`config.mk`:
```
export PLATFORM = sky130hd
export DESIGN_NAME = ordered_list_range_delete
export DESIGN_NICKNAME = d
export VERILOG_FILES = /design/src/rtl/olrd_pkg.sv /design/src/rtl/olrd_ram.sv /design/src/rtl/olrd_front.sv /design/src/rtl/olrd_back.sv /design/src/rtl/ordered_list_range_delete.sv
export SDC_FILE = /design/constraint.sdc
export NUM_CORES = 1
export LEC_CHECK = 0
export BUFFER_PORTS_ARGS = -buffer_cell sky130_fd_sc_hd__buf_2
export CAP_MARGIN = 10
export CORE_MARGIN = 2
export CORE_UTILIZATION = 35
export CTS_CLUSTER_SIZE = 12
export DETAILED_ROUTE_END_ITERATION = 8
export SETUP_SLACK_MARGIN = 0.15
export SLEW_MARGIN = 15
export SYNTH_ARGS = -nofsm -noshare
export SYNTH_HDL_FRONTEND = slang
export SYNTH_SLANG_ARGS = --single-unit
export TNS_END_PERCENT = 5
```
`constraint.sdc`:
```
create_clock -name i_clk -period 11.7 [get_ports i_clk]
set_input_delay 1.17 -clock i_clk [delete_from_list [all_inputs] [get_ports i_clk]]
set_output_delay 1.17 -clock i_clk [all_outputs]
set_load 0.01 [all_outputs]
```
`src/rtl/olrd_pkg.sv`:
```
// Shared types, codes and widths for the ordered list range delete block.
package olrd_pkg;

    localparam int OP_W      = 2;
    localparam int POS_W     = 5;
    localparam int DATA_W    = 32;
    localparam int COUNT_W   = 5;
    localparam int DEPTH_DEF = 16;
    localparam int CQ_DEPTH  = 2;

    localparam logic [OP_W-1:0] OP_INSERT = 2'd0;
    localparam logic [OP_W-1:0] OP_DELETE = 2'd1;
    localparam logic [OP_W-1:0] OP_READ   = 2'd2;

    typedef enum logic [1:0] {
        K_INSERT,
        K_DELETE,
        K_READ,
        K_REJECT
    } t_kind;

    typedef struct packed {
        t_kind                    kind;
        logic [POS_W-1:0]         pos;
        logic signed [DATA_W-1:0] value;
        logic signed [DATA_W-1:0] lo;
        logic signed [DATA_W-1:0] hi;
    } t_cmd;

endpackage

```
`src/rtl/olrd_ram.sv`:
```
// Generic single-write, single-read RAM with registered read data.
module olrd_ram #(
    parameter int W = 32,
    parameter int D = 16
) (
    input  logic                 i_clk,
    input  logic                 i_we,
    input  logic [$clog2(D)-1:0] i_waddr,
    input  logic [W-1:0]         i_wdata,
    input  logic [$clog2(D)-1:0] i_raddr,
    output logic [W-1:0]         o_rdata
);

    logic [W-1:0] r_mem [D];

    always_ff @(posedge i_clk) begin
        if (i_we) begin
            r_mem[i_waddr] <= i_wdata;
        end
        o_rdata <= r_mem[i_raddr];
    end

endmodule

```
`src/rtl/olrd_front.sv`:
```
// Front end: accepts input transactions, classifies them and queues commands.
module olrd_front (
    input  logic                             i_clk,
    input  logic                             i_rst_n,
    input  logic                             push,
    output logic                             full,
    input  logic [olrd_pkg::OP_W-1:0]        i_operation,
    input  logic [olrd_pkg::POS_W-1:0]       i_position,
    input  logic signed [olrd_pkg::DATA_W-1:0] i_value,
    input  logic signed [olrd_pkg::DATA_W-1:0] i_low_bound,
    input  logic signed [olrd_pkg::DATA_W-1:0] i_high_bound,
    output logic                             o_q_valid,
    output olrd_pkg::t_cmd                   o_q_cmd,
    input  logic                             i_q_take
);

    localparam int QAW = (olrd_pkg::CQ_DEPTH > 1) ? $clog2(olrd_pkg::CQ_DEPTH) : 1;
    localparam int QFW = $clog2(olrd_pkg::CQ_DEPTH + 1);

    olrd_pkg::t_cmd r_q [olrd_pkg::CQ_DEPTH];
    logic [QAW-1:0] r_wp;
    logic [QAW-1:0] r_rp;
    logic [QFW-1:0] r_fill;
    olrd_pkg::t_cmd cmd;
    logic           do_push;
    logic           do_take;

    always_comb begin
        cmd.pos   = i_position;
        cmd.value = i_value;
        cmd.lo    = i_low_bound;
        cmd.hi    = i_high_bound;
        case (i_operation)
            olrd_pkg::OP_INSERT: begin
                cmd.kind = (i_position != '0) ? olrd_pkg::K_INSERT : olrd_pkg::K_REJECT;
            end
            olrd_pkg::OP_DELETE: begin
                cmd.kind = (i_low_bound < i_high_bound) ? olrd_pkg::K_DELETE
                                                        : olrd_pkg::K_REJECT;
            end
            olrd_pkg::OP_READ: begin
                cmd.kind = (i_position != '0) ? olrd_pkg::K_READ : olrd_pkg::K_REJECT;
            end
            default: begin
                cmd.kind = olrd_pkg::K_REJECT;
            end
        endcase
    end

    assign full      = (r_fill == QFW'(olrd_pkg::CQ_DEPTH));
    assign o_q_valid = (r_fill != '0);
    assign o_q_cmd   = r_q[r_rp];
    assign do_push   = push && !full;
    assign do_take   = o_q_valid && i_q_take;

    always_ff @(posedge i_clk) begin
        if (do_push) begin
            r_q[r_wp] <= cmd;
        end
        if (!i_rst_n) begin
            r_wp   <= '0;
            r_rp   <= '0;
            r_fill <= '0;
        end else begin
            if (do_push) begin
                r_wp <= (r_wp == QAW'(olrd_pkg::CQ_DEPTH - 1)) ? '0 : r_wp + QAW'(1);
            end
            if (do_take) begin
                r_rp <= (r_rp == QAW'(olrd_pkg::CQ_DEPTH - 1)) ? '0 : r_rp + QAW'(1);
            end
            if (do_push && !do_take) begin
                r_fill <= r_fill + QFW'(1);
            end else if (!do_push && do_take) begin
                r_fill <= r_fill - QFW'(1);
            end
        end
    end

endmodule

```
`src/rtl/olrd_back.sv`:
```
// Back end: sequences inserts, range deletes and reads over the entry RAM.
module olrd_back #(
    parameter int DEPTH = olrd_pkg::DEPTH_DEF
) (
    input  logic                               i_clk,
    input  logic                               i_rst_n,
    input  logic                               i_q_valid,
    input  olrd_pkg::t_cmd                     i_q_cmd,
    output logic                               o_q_take,
    input  logic                               pop,
    output logic                               empty,
    output logic                               o_ok,
    output logic signed [olrd_pkg::DATA_W-1:0] o_read_value,
    output logic [olrd_pkg::COUNT_W-1:0]       o_count,
    output logic                               o_ram_we,
    output logic [$clog2(DEPTH)-1:0]           o_ram_waddr,
    output logic [olrd_pkg::DATA_W-1:0]        o_ram_wdata,
    output logic [$clog2(DEPTH)-1:0]           o_ram_raddr,
    input  logic signed [olrd_pkg::DATA_W-1:0] i_ram_rdata
);

    localparam int AW = $clog2(DEPTH);
    localparam int CW = $clog2(DEPTH + 1);
    localparam int XW = (CW > olrd_pkg::POS_W) ? CW : olrd_pkg::POS_W;

    typedef enum logic [2:0] {
        S_IDLE,
        S_INS_RD,
        S_INS_WR,
        S_RD_WAIT,
        S_SCAN,
        S_COMP
    } t_state;

    t_state                       r_state, n_state;
    logic [CW-1:0]                r_cnt, n_cnt;
    logic [CW-1:0]                r_i, n_i;
    logic                         r_dv, n_dv;
    logic [AW-1:0]                r_dj, n_dj;
    logic                         r_run, n_run;
    logic [CW-1:0]                r_f, n_f;
    logic [CW-1:0]                r_n, n_n;
    olrd_pkg::t_cmd               r_cmd, n_cmd;
    logic                         r_res_valid, n_res_valid;
    logic                         r_ok, n_ok;
    logic signed [olrd_pkg::DATA_W-1:0] r_rd, n_rd;
    logic                         s_run;
    logic [CW-1:0]                s_first;

    assign empty        = !r_res_valid;
    assign o_ok         = r_ok;
    assign o_read_value = r_rd;
    assign o_count      = olrd_pkg::COUNT_W'(r_cnt);

    always_comb begin
        n_state     = r_state;
        n_cnt       = r_cnt;
        n_i         = r_i;
        n_dv        = 1'b0;
        n_dj        = r_dj;
        n_run       = r_run;
        n_f         = r_f;
        n_n         = r_n;
        n_cmd       = r_cmd;
        n_res_valid = r_res_valid;
        n_ok        = r_ok;
        n_rd        = r_rd;
        s_run       = r_run;
        s_first     = r_f;
        o_q_take    = 1'b0;
        o_ram_we    = 1'b0;
        o_ram_waddr = '0;
        o_ram_wdata = r_cmd.value;
        o_ram_raddr = '0;

        if (r_res_valid && pop) begin
            n_res_valid = 1'b0;
        end

        case (r_state)
            S_IDLE: begin
                if (i_q_valid && !r_res_valid) begin
                    o_q_take = 1'b1;
                    n_cmd    = i_q_cmd;
                    n_ok     = 1'b0;
                    n_rd     = '0;
                    case (i_q_cmd.kind)
                        olrd_pkg::K_INSERT: begin
                            if ((XW'(i_q_cmd.pos) - XW'(1) > XW'(r_cnt)) ||
                                (r_cnt >= CW'(DEPTH))) begin
                                n_res_valid = 1'b1;
                            end else begin
                                n_i     = r_cnt;
                                n_state = S_INS_RD;
                            end
                        end
                        olrd_pkg::K_DELETE: begin
                            if (r_cnt == '0) begin
                                n_res_valid = 1'b1;
                            end else begin
                                n_i     = '0;
                                n_run   = 1'b0;
                                n_state = S_SCAN;
                            end
                        end
                        olrd_pkg::K_READ: begin
                            if (XW'(i_q_cmd.pos) > XW'(r_cnt)) begin
                                n_res_valid = 1'b1;
                            end else begin
                                o_ram_raddr = AW'(XW'(i_q_cmd.pos) - XW'(1));
                                n_state     = S_RD_WAIT;
                            end
                        end
                        default: begin
                            n_res_valid = 1'b1;
                        end
                    endcase
                end
            end
            S_INS_RD: begin
                if (XW'(r_i) >= XW'(r_cmd.pos)) begin
                    o_ram_raddr = AW'(r_i - CW'(1));
                    n_state     = S_INS_WR;
                end else begin
                    o_ram_we    = 1'b1;
                    o_ram_waddr = AW'(XW'(r_cmd.pos) - XW'(1));
                    o_ram_wdata = r_cmd.value;
                    n_cnt       = r_cnt + CW'(1);
                    n_res_valid = 1'b1;
                    n_ok        = 1'b1;
                    n_state     = S_IDLE;
                end
            end
            S_INS_WR: begin
                o_ram_we    = 1'b1;
                o_ram_waddr = AW'(r_i);
                o_ram_wdata = i_ram_rdata;
                n_i         = r_i - CW'(1);
                n_state     = S_INS_RD;
            end
            S_RD_WAIT: begin
                n_res_valid = 1'b1;
                n_ok        = 1'b1;
                n_rd        = i_ram_rdata;
                n_state     = S_IDLE;
            end
            S_SCAN: begin
                if (r_i < r_cnt) begin
                    o_ram_raddr = AW'(r_i);
                    n_dv        = 1'b1;
                    n_dj        = AW'(r_i);
                    n_i         = r_i + CW'(1);
                end
                if (r_dv) begin
                    if (!r_run && (i_ram_rdata >= r_cmd.lo)) begin
                        s_run   = 1'b1;
                        s_first = CW'(r_dj);
                    end
                    if (s_run && (i_ram_rdata > r_cmd.hi)) begin
                        n_f     = s_first;
                        n_n     = CW'(r_dj);
                        n_dv    = 1'b0;
                        n_state = S_COMP;
                    end else if (CW'(r_dj) == r_cnt - CW'(1)) begin
                        n_dv = 1'b0;
                        if (!s_run) begin
                            n_res_valid = 1'b1;
                            n_state     = S_IDLE;
                        end else begin
                            n_f     = s_first;
                            n_n     = r_cnt;
                            n_state = S_COMP;
                        end
                    end else begin
                        n_run = s_run;
                        n_f   = s_first;
                    end
                end
            end
            S_COMP: begin
                if (r_n < r_cnt) begin
                    o_ram_raddr = AW'(r_n);
                    n_dv        = 1'b1;
                    n_n         = r_n + CW'(1);
                end
                if (r_dv) begin
                    o_ram_we    = 1'b1;
                    o_ram_waddr = AW'(r_f);
                    o_ram_wdata = i_ram_rdata;
                    n_f         = r_f + CW'(1);
                end
                if ((r_n >= r_cnt) && !r_dv) begin
                    n_cnt       = r_f;
                    n_res_valid = 1'b1;
                    n_ok        = 1'b1;
                    n_state     = S_IDLE;
                end
            end
            default: begin
                n_state = S_IDLE;
            end
        endcase
    end

    always_ff @(posedge i_clk) begin
        r_i   <= n_i;
        r_dj  <= n_dj;
        r_run <= n_run;
        r_f   <= n_f;
        r_n   <= n_n;
        r_cmd <= n_cmd;
        r_ok  <= n_ok;
        r_rd  <= n_rd;
        if (!i_rst_n) begin
            r_state     <= S_IDLE;
            r_cnt       <= '0;
            r_dv        <= 1'b0;
            r_res_valid <= 1'b0;
        end else begin
            r_state     <= n_state;
            r_cnt       <= n_cnt;
            r_dv        <= n_dv;
            r_res_valid <= n_res_valid;
        end
    end

endmodule

```
`src/rtl/ordered_list_range_delete.sv`:
```
// Top level: ordered list with positional insert, range delete and read.
// Throughput: one transaction at a time in the back end, set by the entry RAM's
// single read and write port; a two-entry command queue keeps accepting meanwhile.
// Reset (synchronous, active low) empties the list, the command queue and the held
// result; entry storage is not cleared.
module ordered_list_range_delete #(
    parameter int DEPTH = olrd_pkg::DEPTH_DEF
) (
    input  logic                               i_clk,
    input  logic                               i_rst_n,
    input  logic                               push,
    output logic                               full,
    input  logic [olrd_pkg::OP_W-1:0]          i_operation,
    input  logic [olrd_pkg::POS_W-1:0]         i_position,
    input  logic signed [olrd_pkg::DATA_W-1:0] i_value,
    input  logic signed [olrd_pkg::DATA_W-1:0] i_low_bound,
    input  logic signed [olrd_pkg::DATA_W-1:0] i_high_bound,
    output logic                               empty,
    input  logic                               pop,
    output logic                               o_ok,
    output logic signed [olrd_pkg::DATA_W-1:0] o_read_value,
    output logic [olrd_pkg::COUNT_W-1:0]       o_count
);

    localparam int AW = $clog2(DEPTH);

    logic                        q_valid;
    olrd_pkg::t_cmd              q_cmd;
    logic                        q_take;
    logic                        ram_we;
    logic [AW-1:0]               ram_waddr;
    logic [olrd_pkg::DATA_W-1:0] ram_wdata;
    logic [AW-1:0]               ram_raddr;
    logic [olrd_pkg::DATA_W-1:0] ram_rdata;

    olrd_front u_front (
        .i_clk        (i_clk),
        .i_rst_n      (i_rst_n),
        .push         (push),
        .full         (full),
        .i_operation  (i_operation),
        .i_position   (i_position),
        .i_value      (i_value),
        .i_low_bound  (i_low_bound),
        .i_high_bound (i_high_bound),
        .o_q_valid    (q_valid),
        .o_q_cmd      (q_cmd),
        .i_q_take     (q_take)
    );

    olrd_back #(
        .DEPTH (DEPTH)
    ) u_back (
        .i_clk        (i_clk),
        .i_rst_n      (i_rst_n),
        .i_q_valid    (q_valid),
        .i_q_cmd      (q_cmd),
        .o_q_take     (q_take),
        .pop          (pop),
        .empty        (empty),
        .o_ok         (o_ok),
        .o_read_value (o_read_value),
        .o_count      (o_count),
        .o_ram_we     (ram_we),
        .o_ram_waddr  (ram_waddr),
        .o_ram_wdata  (ram_wdata),
        .o_ram_raddr  (ram_raddr),
        .i_ram_rdata  (ram_rdata)
    );

    olrd_ram #(
        .W (olrd_pkg::DATA_W),
        .D (DEPTH)
    ) u_ram (
        .i_clk   (i_clk),
        .i_we    (ram_we),
        .i_waddr (ram_waddr),
        .i_wdata (ram_wdata),
        .i_raddr (ram_raddr),
        .o_rdata (ram_rdata)
    );

endmodule

```
# After elaboration in Yosys (flattened, before gate mapping)
# Memory sizes are Yosys's and may differ from the RTL's. A register that Yosys moved wholly into a read port is not among the register bits.
# Index checks and enable logic that the tools add are counted.
totals:
  regBits: 168
  in_bits: 107
  ramBits: 718
  latch_bits: 0
  mem_count: 2
  rom_bits: 0
memory_table:
  columns: ["name", "words", "width", "read_ports", "rd_clocked_by_memory_dff", "write_ports", "line_no", "rtl"]
  rows:
  - ["u_ram.r_mem", 16, 32, 1, 1, 1, "olrd_ram.sv:14", "logic [W-1:0] r_mem [D];"]
  - ["u_front.r_q", 2, 103, 1, 1, 1, "olrd_front.sv:20", "olrd_pkg::t_cmd r_q [olrd_pkg::CQ_DEPTH];"]
classes:
  mul: 0
  n_eq_ne: 30
  bitwise: 0
  mux: 100
  n_lt_le_gt_ge: 10
  add_sub_neg: 12
  div: 0
  reduce_logical: 39
  shifts: 0
ops:
  columns: ["operator", "n"]
  rows:
  - ["32-bit case mux with 2 select lines", 2]
  - ["5-bit two-way mux", 17]
  - ["32-bit two-way mux", 2]
  - ["1-bit two-way mux", 41]
  - ["5-bit case mux with 2 select lines", 4]
  - ["32-bit >= comparator", 1]
  - ["32-bit greater-than comparator", 1]
  - ["32-bit < comparator", 1]
  - ["4-bit two-way mux", 8]
  - ["3-bit two-way mux", 9]
  - ["5-bit by 1-bit adder with 5-bit output (second input constant)", 4]
  - ["4-bit case mux with 4 select lines", 1]
  - ["3-bit case mux with 5 select lines", 1]
  - ["5-bit case mux with 3 select lines", 1]
  - ["5-bit by 1-bit subtractor with 5-bit output (second input constant)", 3]
  - ["2-bit by 1-bit != test with 1-bit output (second input constant)", 6]
  - ["3-bit != test (second input constant)", 4]
  - ["4-bit case mux with 3 select lines", 1]
  - ["2-bit nonzero test", 6]
  - ["5-bit >= comparator", 2]
  - ["5-bit greater-than comparator", 2]
  - ["5-bit < comparator", 2]
  - ["2-bit two-way mux", 5]
  - ["2-bit != test (second input constant)", 5]
  - ["37 further kinds", 62]

# Depth between registers and ports, before layout
# Gate-level depths: netlist of run 1.
depth:
  ltp_word: 10
  mapped_depth: 16

# Cells and area by module
# Synthesis of run 1 repeated with hierarchy kept, for this count alone.
unflattened:
  cells_unflattened: 2081
  area_unflattened_um2: 37360.8
by_module_without_submodules:
  columns: ["mod", "n_inst", "area_per_inst_um2", "cells_per_inst"]
  rows:
  - ["olrd_ram", 1, 19835.3, 838]
  - ["olrd_back", 1, 9056.2, 784]
  - ["olrd_front", 1, 8469.4, 459]

# Worst setup path after synthesis of run 1
# No wires, ideal clock.
synth_timing:
  kind: "input port to flip-flop"
  startpoint: "input port push"
  endpoint: "memory u_front.r_q[0][0] (netlist bit), enable pin"
  setup_slack_ns: 5.580
  n_path_buf: 0
  arrival_ns: 5.553
  stages: 2
  cell_sequence: "nand2_1 nor2_1"
synth_between:
  elab_chain_len: 3
synth_lines:
  columns: ["item", "line_no", "rtl"]
  rows:
  - ["start: declaration", "ordered_list_range_delete.sv:11", "input logic push,"]
  - ["1-bit logical AND", "olrd_front.sv:53", "assign do_push = push && !full;"]
  - ["1-bit two-way mux", "olrd_front.sv:57", "if (do_push) begin"]
  - ["1-bit two-way mux (not written as such)", "olrd_front.sv:58", "r_q[r_wp] <= cmd;"]
  - ["end: declaration", "olrd_front.sv:20", null]
# Every way passes these cells.

==> results.toml, run 1 <==
[route]
drtPass1Iterations = 6
first_iter_violations = 1897
drc = 0
vias = 22800
via_per_inst = 5.33
wl_um = 94500
avgRoutedWirePerCell_um = 22.1
final_antenna_net_count = 0

[floorplan]
dieArea_um2 = 111000
die_x_um = 333
start_util_pct = 35.3
io_pins = 147
num_rows = 120
die_h_um = 333
core_area_um2 = 107000

[global_route]
antenna_found_initial = 1
grt_usage_pct = 16.7
use_met2_pct = 28.6
grt_util_met1_pct = 21.5
grt.overflow.total = 0
grt_pass1_wl_um = 140000
top_usage_layer = "met2"
grt_max_degree = 206
gr-usage-met3_pct = 2.34
grt_pass1_vias = 22400

[cells_and_area]
final_nets = 3036
drive_gt1_share_pct = 15.3
design_area_um2 = 43000
instances_no_fill = 4272
syn_to_final_growth_pct = 13.5
final_core_util_pct = 40.1
diodes = 0

[timing]
drv_slew = 0
slew_headroom_pct = 25.4
finalCritPeriodShare_pct = 45.8
finalHoldViolations = 0
fmax_mhz = 187
rsz0062_at_grt = "no"
fin_hold_ws_ps = 541
tns_ps = 0
skew_ps = 29.7
setup_viol = 0
min_period_ps = 5360
worst_pin_slew_ps = 1120

[critical_path]
cp_slowest_cell = "and3_4"
end_kind = "flip-flop"
cp_max_fo = 86
rrSetupSlack_ps = 6340
crit_chain = "mux2i_1 -> ha_1 -> and3_1 -> a31oi_1 -> o31ai_1 -> a32oi_1 -> and3_4 -> buf_4 -> a21oi_1 -> a221oi_1 -> or4_1"
path_delay_family = "compound AO/OA/AOI/OAI gates"
worst-path-buf-inv = 1
timing_worst_setup_path_type = "reg -> reg"
worstSetupStartpointType = "flip-flop"
slowest_delay_ps = 910
worstPathRequired_ps = 12320
cp.arrival_ps = 5970

[place]
dpl_cell_area_um2 = 40200
hpwlAfterDp_um = 54200
dp_cells = 4111
io_buffers = 146
place.gp.congestion = 0.825

[clocking]
cts-buffers-inserted = 90
htree_levels = 3
ctsHoldBuffers = 0
cts_tree = "done"
clk_latency_ps = 670
cts_setup_buffers = 0
post_cts_resized = 0
clockRootBuffer = "clkbuf_16"
clock_sinks = 919
path_clk_slew_ps = 60
clk_path_buf_depth = 3

[synthesis]
synth_cell_types = 72
synth_area_per_cell_um2 = 14.2
ys.flop_type = "edfxtp_1"
synth_edf_count = 872
yosys_warnings = 0
syn_area_um2 = 37900
synth_nets = 2897
synth_seq_area_share_pct = 71.6
async_flop_share_pct = 0
ys_seq_elements = 919
netlist_instances = 2661

[power_and_ir_drop]
ir_worst_vdd_v = 0.000140
leakage_nw = 14.8
power-per-cell-area_nw_per_um2 = 240

[hold_path]
min_path_type = "reg -> reg"

[job]
maxCapViolCount = 0

[status]
status = "finished clean"
[per-stage QoR]
step	total power, mW	setup WS, ps
finish	10.3	6340
global route	10.8	6010
CTS	10.4	6340
detailed placement	7.62	6310
global placement	7.58	6420
floorplan	6.58	5580
[power breakdown]
part           switching (mW)  internal [mW]
Clock                    1.22           1.54
Sequential              0.359           4.58
Combinational            1.80          0.814
[cell usage after synthesis, types with 5 or more instances]
| master | number | area share (%) |
|---|---|---|
| mux2_2 | 97 | 2.9 |
| and2_1 | 9 | 0.15 |
| o21ai_0 | 40 | 0.53 |
| nand3_1 | 31 | 0.41 |
| o21a_1 | 7 | 0.14 |
| clkbuf_1 | 91 | 0.90 |
| xor2_1 | 9 | 0.21 |
| nor2_1 | 46 | 0.46 |
| mux2i_1 | 6 | 0.16 |
| a221oi_1 | 130 | 3.0 |
| a21oi_1 | 304 | 4.0 |
| nand4_1 | 17 | 0.28 |
| or2_2 | 5 | 0.083 |
| xnor2_1 | 14 | 0.32 |
| edfxtp_1 | 872 | 69 |
| a211oi_1 | 7 | 0.14 |
| or4_1 | 34 | 0.67 |
| o211ai_1 | 11 | 0.22 |
| a21o_1 | 21 | 0.42 |
| nand2_1 | 400 | 4.0 |
| dfxtp_1 | 47 | 2.5 |
| nor3_1 | 13 | 0.17 |
| a31oi_1 | 5 | 0.083 |
| nand2b_1 | 16 | 0.26 |
| inv_1 | 121 | 1.2 |
| buf_6 | 13 | 0.39 |
| buf_2 | 19 | 0.25 |
| a22oi_1 | 6 | 0.12 |
| and3_1 | 43 | 0.71 |
| ha_1 | 129 | 4.3 |
| nor2b_1 | 17 | 0.28 |
| buf_1 | 12 | 0.12 |
[registers in the layout, summed over array words and instances (netlist names), 2 cells and up, named ones only]
register	flops
u_back.o_read_value	32
u_front.r_fill	2
u_back.o_count	5
u_ram.o_rdata	32
u_ram.r_mem	512
u_front.r_q	206
u_back.r_f	5
u_back.r_dj	4
u_back.r_state	3
u_back.r_n	5
u_back.r_i	5
u_back.r_cmd	101
[worst register-to-register path: cells and delay by family, from the launching register on]
| family | cells | cell delay, ps |
|---|---|---|
| AOI/OAI and AO/OA | 5 | 1460 |
| and+or+nand+nor | 3 | 1260 |
| buffers and inverters | 1 | 910 |
| DFF | 1 | 850 |
| muxes | 1 | 510 |
| adders and majority gates | 1 | 330 |
[layout make-up]
class	instances	area, um^2
Timing Repair Buffer	185	1040
Clock buffer	148	2580
Fill cell	9934	64200
Sequential cell	919	27100
Clock inverter	13	186
Tap cell	1403	1760
Inverter	122	460
Multi-Input combinational cell	1482	9850
[routing by layer]
layer | vias to the layer above | share of wire (%)
li1 | 10400 | -
met1 | 11500 | 41
met2 | 781 | 50
met3 | 152 | 6.2
met4 | 2 | 2.8
met5 | - | 0.012
[path summary, 6_finish.rpt]
path / startpoint / end / cells past startpoint
worst max-delay path: flip-flop / u_ram.o_rdata[24] / 11
worst min-delay path: u_front.r_fill[1] / u_front.r_fill[1] / 2
worst max register to register: flip-flop / u_ram.o_rdata[24] / 11
worst min register to register: u_front.r_fill[1] / u_front.r_fill[1] / 2
[placed cells by master, fill, tap and decap left out, drive strengths merged, types with 5 or more instances in the layout]
master	Yosys	final
nor3	14	14
a21oi	304	304
nand4	17	17
and2	10	10
xor2	9	9
buf	46	185
nand2	401	401
dfxtp	47	47
mux2i	6	6
and3	43	43
edfxtp	872	872
or2	6	6
clkinv	0	9
nand2b	16	16
clkbuf	92	148
nor2	46	46
o21a	7	7
nand3	31	31
a211oi	8	8
a221oi	130	130
o21ai	43	43
ha	129	129
nor2b	18	18
mux2	97	97
a31oi	5	5
a21o	21	21
inv	122	124
xnor2	14	14
o211ai	11	11
or4	34	34
a22oi	6	6
[cell families after synthesis]
family	after synthesis	share of synthesized area [%]
compound gates	577	9.75
xor+xnor	23	0.532
fa+ha+maj	129	4.26
buf+inv	260	2.92
flops	919	71.6
mux	103	3.04
simple gates	650	7.89
Power figures use the tool's default switching activity.
==> run 2, diff against run 1 <==
- clock period: 11.7 -> 5.6 ns (I/O delays scaled with it)
==> results.toml, run 2 (synthesized netlist as in run 1, its figures left out) <==
[status]
status = "finished clean"

[timing]
tns_ps = 0
min_period_ps = 4550
finalCritPeriodShare_pct = 81.2
rsz0062_at_grt = "no"
skew_ps = 22.8
slew_headroom_pct = 28.9
setup_viol = 0
finalHoldViolations = 0
fmax_mhz = 220
drv_slew = 0
worst_pin_slew_ps = 1070

[route]
avgRoutedWirePerCell_um = 21.8
drc = 0
via_per_inst = 5.28
vias = 22600
drtPass1Iterations = 7
first_iter_violations = 2028
wl_um = 93500
final_antenna_net_count = 0

[critical_path]
worstSetupStartpointType = "flip-flop"
cp_max_fo = 63
end_kind = "flip-flop"
worstPathRequired_ps = 6110
cp.arrival_ps = 5060
timing_worst_setup_path_type = "reg -> reg"

[place]
hpwlAfterDp_um = 56200
dp_cells = 4126
place.gp.congestion = 0.812
io_buffers = 146

[floorplan]
io_pins = 147
num_rows = 120
start_util_pct = 35.3
core_area_um2 = 107000
die_x_um = 333
dieArea_um2 = 111000
die_h_um = 333

[clocking]
cts_setup_buffers = 0
clk_latency_ps = 660
post_cts_resized = 0
ctsHoldBuffers = 0
path_clk_slew_ps = 60
cts-buffers-inserted = 91
clk_path_buf_depth = 3
htree_levels = 3
cts_tree = "done"
clockRootBuffer = "clkbuf_16"
clock_sinks = 919

[cells_and_area]
layout_commonest_cell = "edfxtp_1"
instances_no_fill = 4292
syn_to_final_growth_pct = 14.1
regMostFlops = "u_ram.r_mem"
mostFrequentLayoutCells = "872 x edfxtp_1, 400 x nand2_1, 304 x a21oi_1"
drive_gt1_share_pct = 15.6
top_regs = "u_ram.r_mem x512, u_front.r_q x206, u_back.r_cmd x101"
largest_reg_flops = 512
final_nets = 3052
diodes = 0

[power_and_ir_drop]
p_sw_share_pct = 32.4
seqPwrFrac_pct = 47.6
comb_power_share_pct = 25.6
p_int_mw = 14.6
clock_power_share_pct = 26.9
ir_worst_vdd_v = 0.000341
p_sw_mw = 7.00
leakage_nw = 14.9
power-per-cell-area_nw_per_um2 = 500

[global_route]
grt_pass1_vias = 22200
grt.overflow.total = 0
grt_max_degree = 129
grt_pass1_wl_um = 140000
antenna_found_initial = 4
grt_usage_pct = 16.5

[hold_path]
min_path_type = "in -> reg"

[job]
maxCapViolCount = 0
[run 2: stage by stage]
stage               power [mW]  area (um^2)  setup WS, ps  hold WS (ps)  util [%]
floorplan                 13.7        37900           815           480         -
global placement          15.8        40400          1240           521      37.7
detailed placement        15.9        40400          1150           531      37.7
CTS                       21.7        43200          1140          60.3      40.3
global route              22.7        43200           798          79.3      40.3
finish                    21.6        43200          1050          88.5      40.3
[run 2: worst max-delay path, cell delays in order, from the launching register on]
cell      delay (ps)
dfxtp_4          540
mux2i_1          410
inv_1            110
ha_1             300
o21ai_1          160
a21oi_1           70
o31ai_1          660
nand2_1          250
o2111a_4         630
buf_4            390
a21oi_1          180
a221oi_1         120
or4_1            530
[run 2: final cells by class]
| type | instances | area [um^2] |
|---|---|---|
| timing repair buffer | 200 | 1210 |
| tap | 1403 | 1760 |
| fill | 9951 | 64000 |
| clock buffer | 155 | 2650 |
| inverter | 122 | 460 |
| sequential | 919 | 27100 |
| multi-input combinational | 1482 | 9850 |
| clock inverter | 11 | 151 |
[run 2: metal layers]
layer / routed length, um / vias to the layer above / GRT usage [%]
li1: - / 10400 / -
met1: 39900 / 11400 / 21.6
met2: 46600 / 711 / 28.5
met3: 5230 / 140 / 2.66
met4: 1710 / 8 / 4.08
met5: 47 / - / 0
[run 2: power by group through the flow]
stage	Sequential (mW)	Combinational (mW)	Clock (mW)
finish	10.3	5.53	5.81
global route	10.4	6.14	6.16
CTS	10.3	5.57	5.90
detailed placement	10.4	5.54	0
global placement	10.4	5.44	0
floorplan	10.1	3.63	0
[run 2: worst paths after layout]
path                                         start            endpoint  slack, ps  depth (start not counted)
worst min register to register  u_front.r_q[1][39]    u_back.r_cmd[39]        540                          1
worst min-delay path                   i_value[18]  u_front.r_q[0][82]         90                          1
worst max register to register           flip-flop   u_ram.o_rdata[29]       1050                         12
worst max-delay path                     flip-flop   u_ram.o_rdata[29]       1050                         12
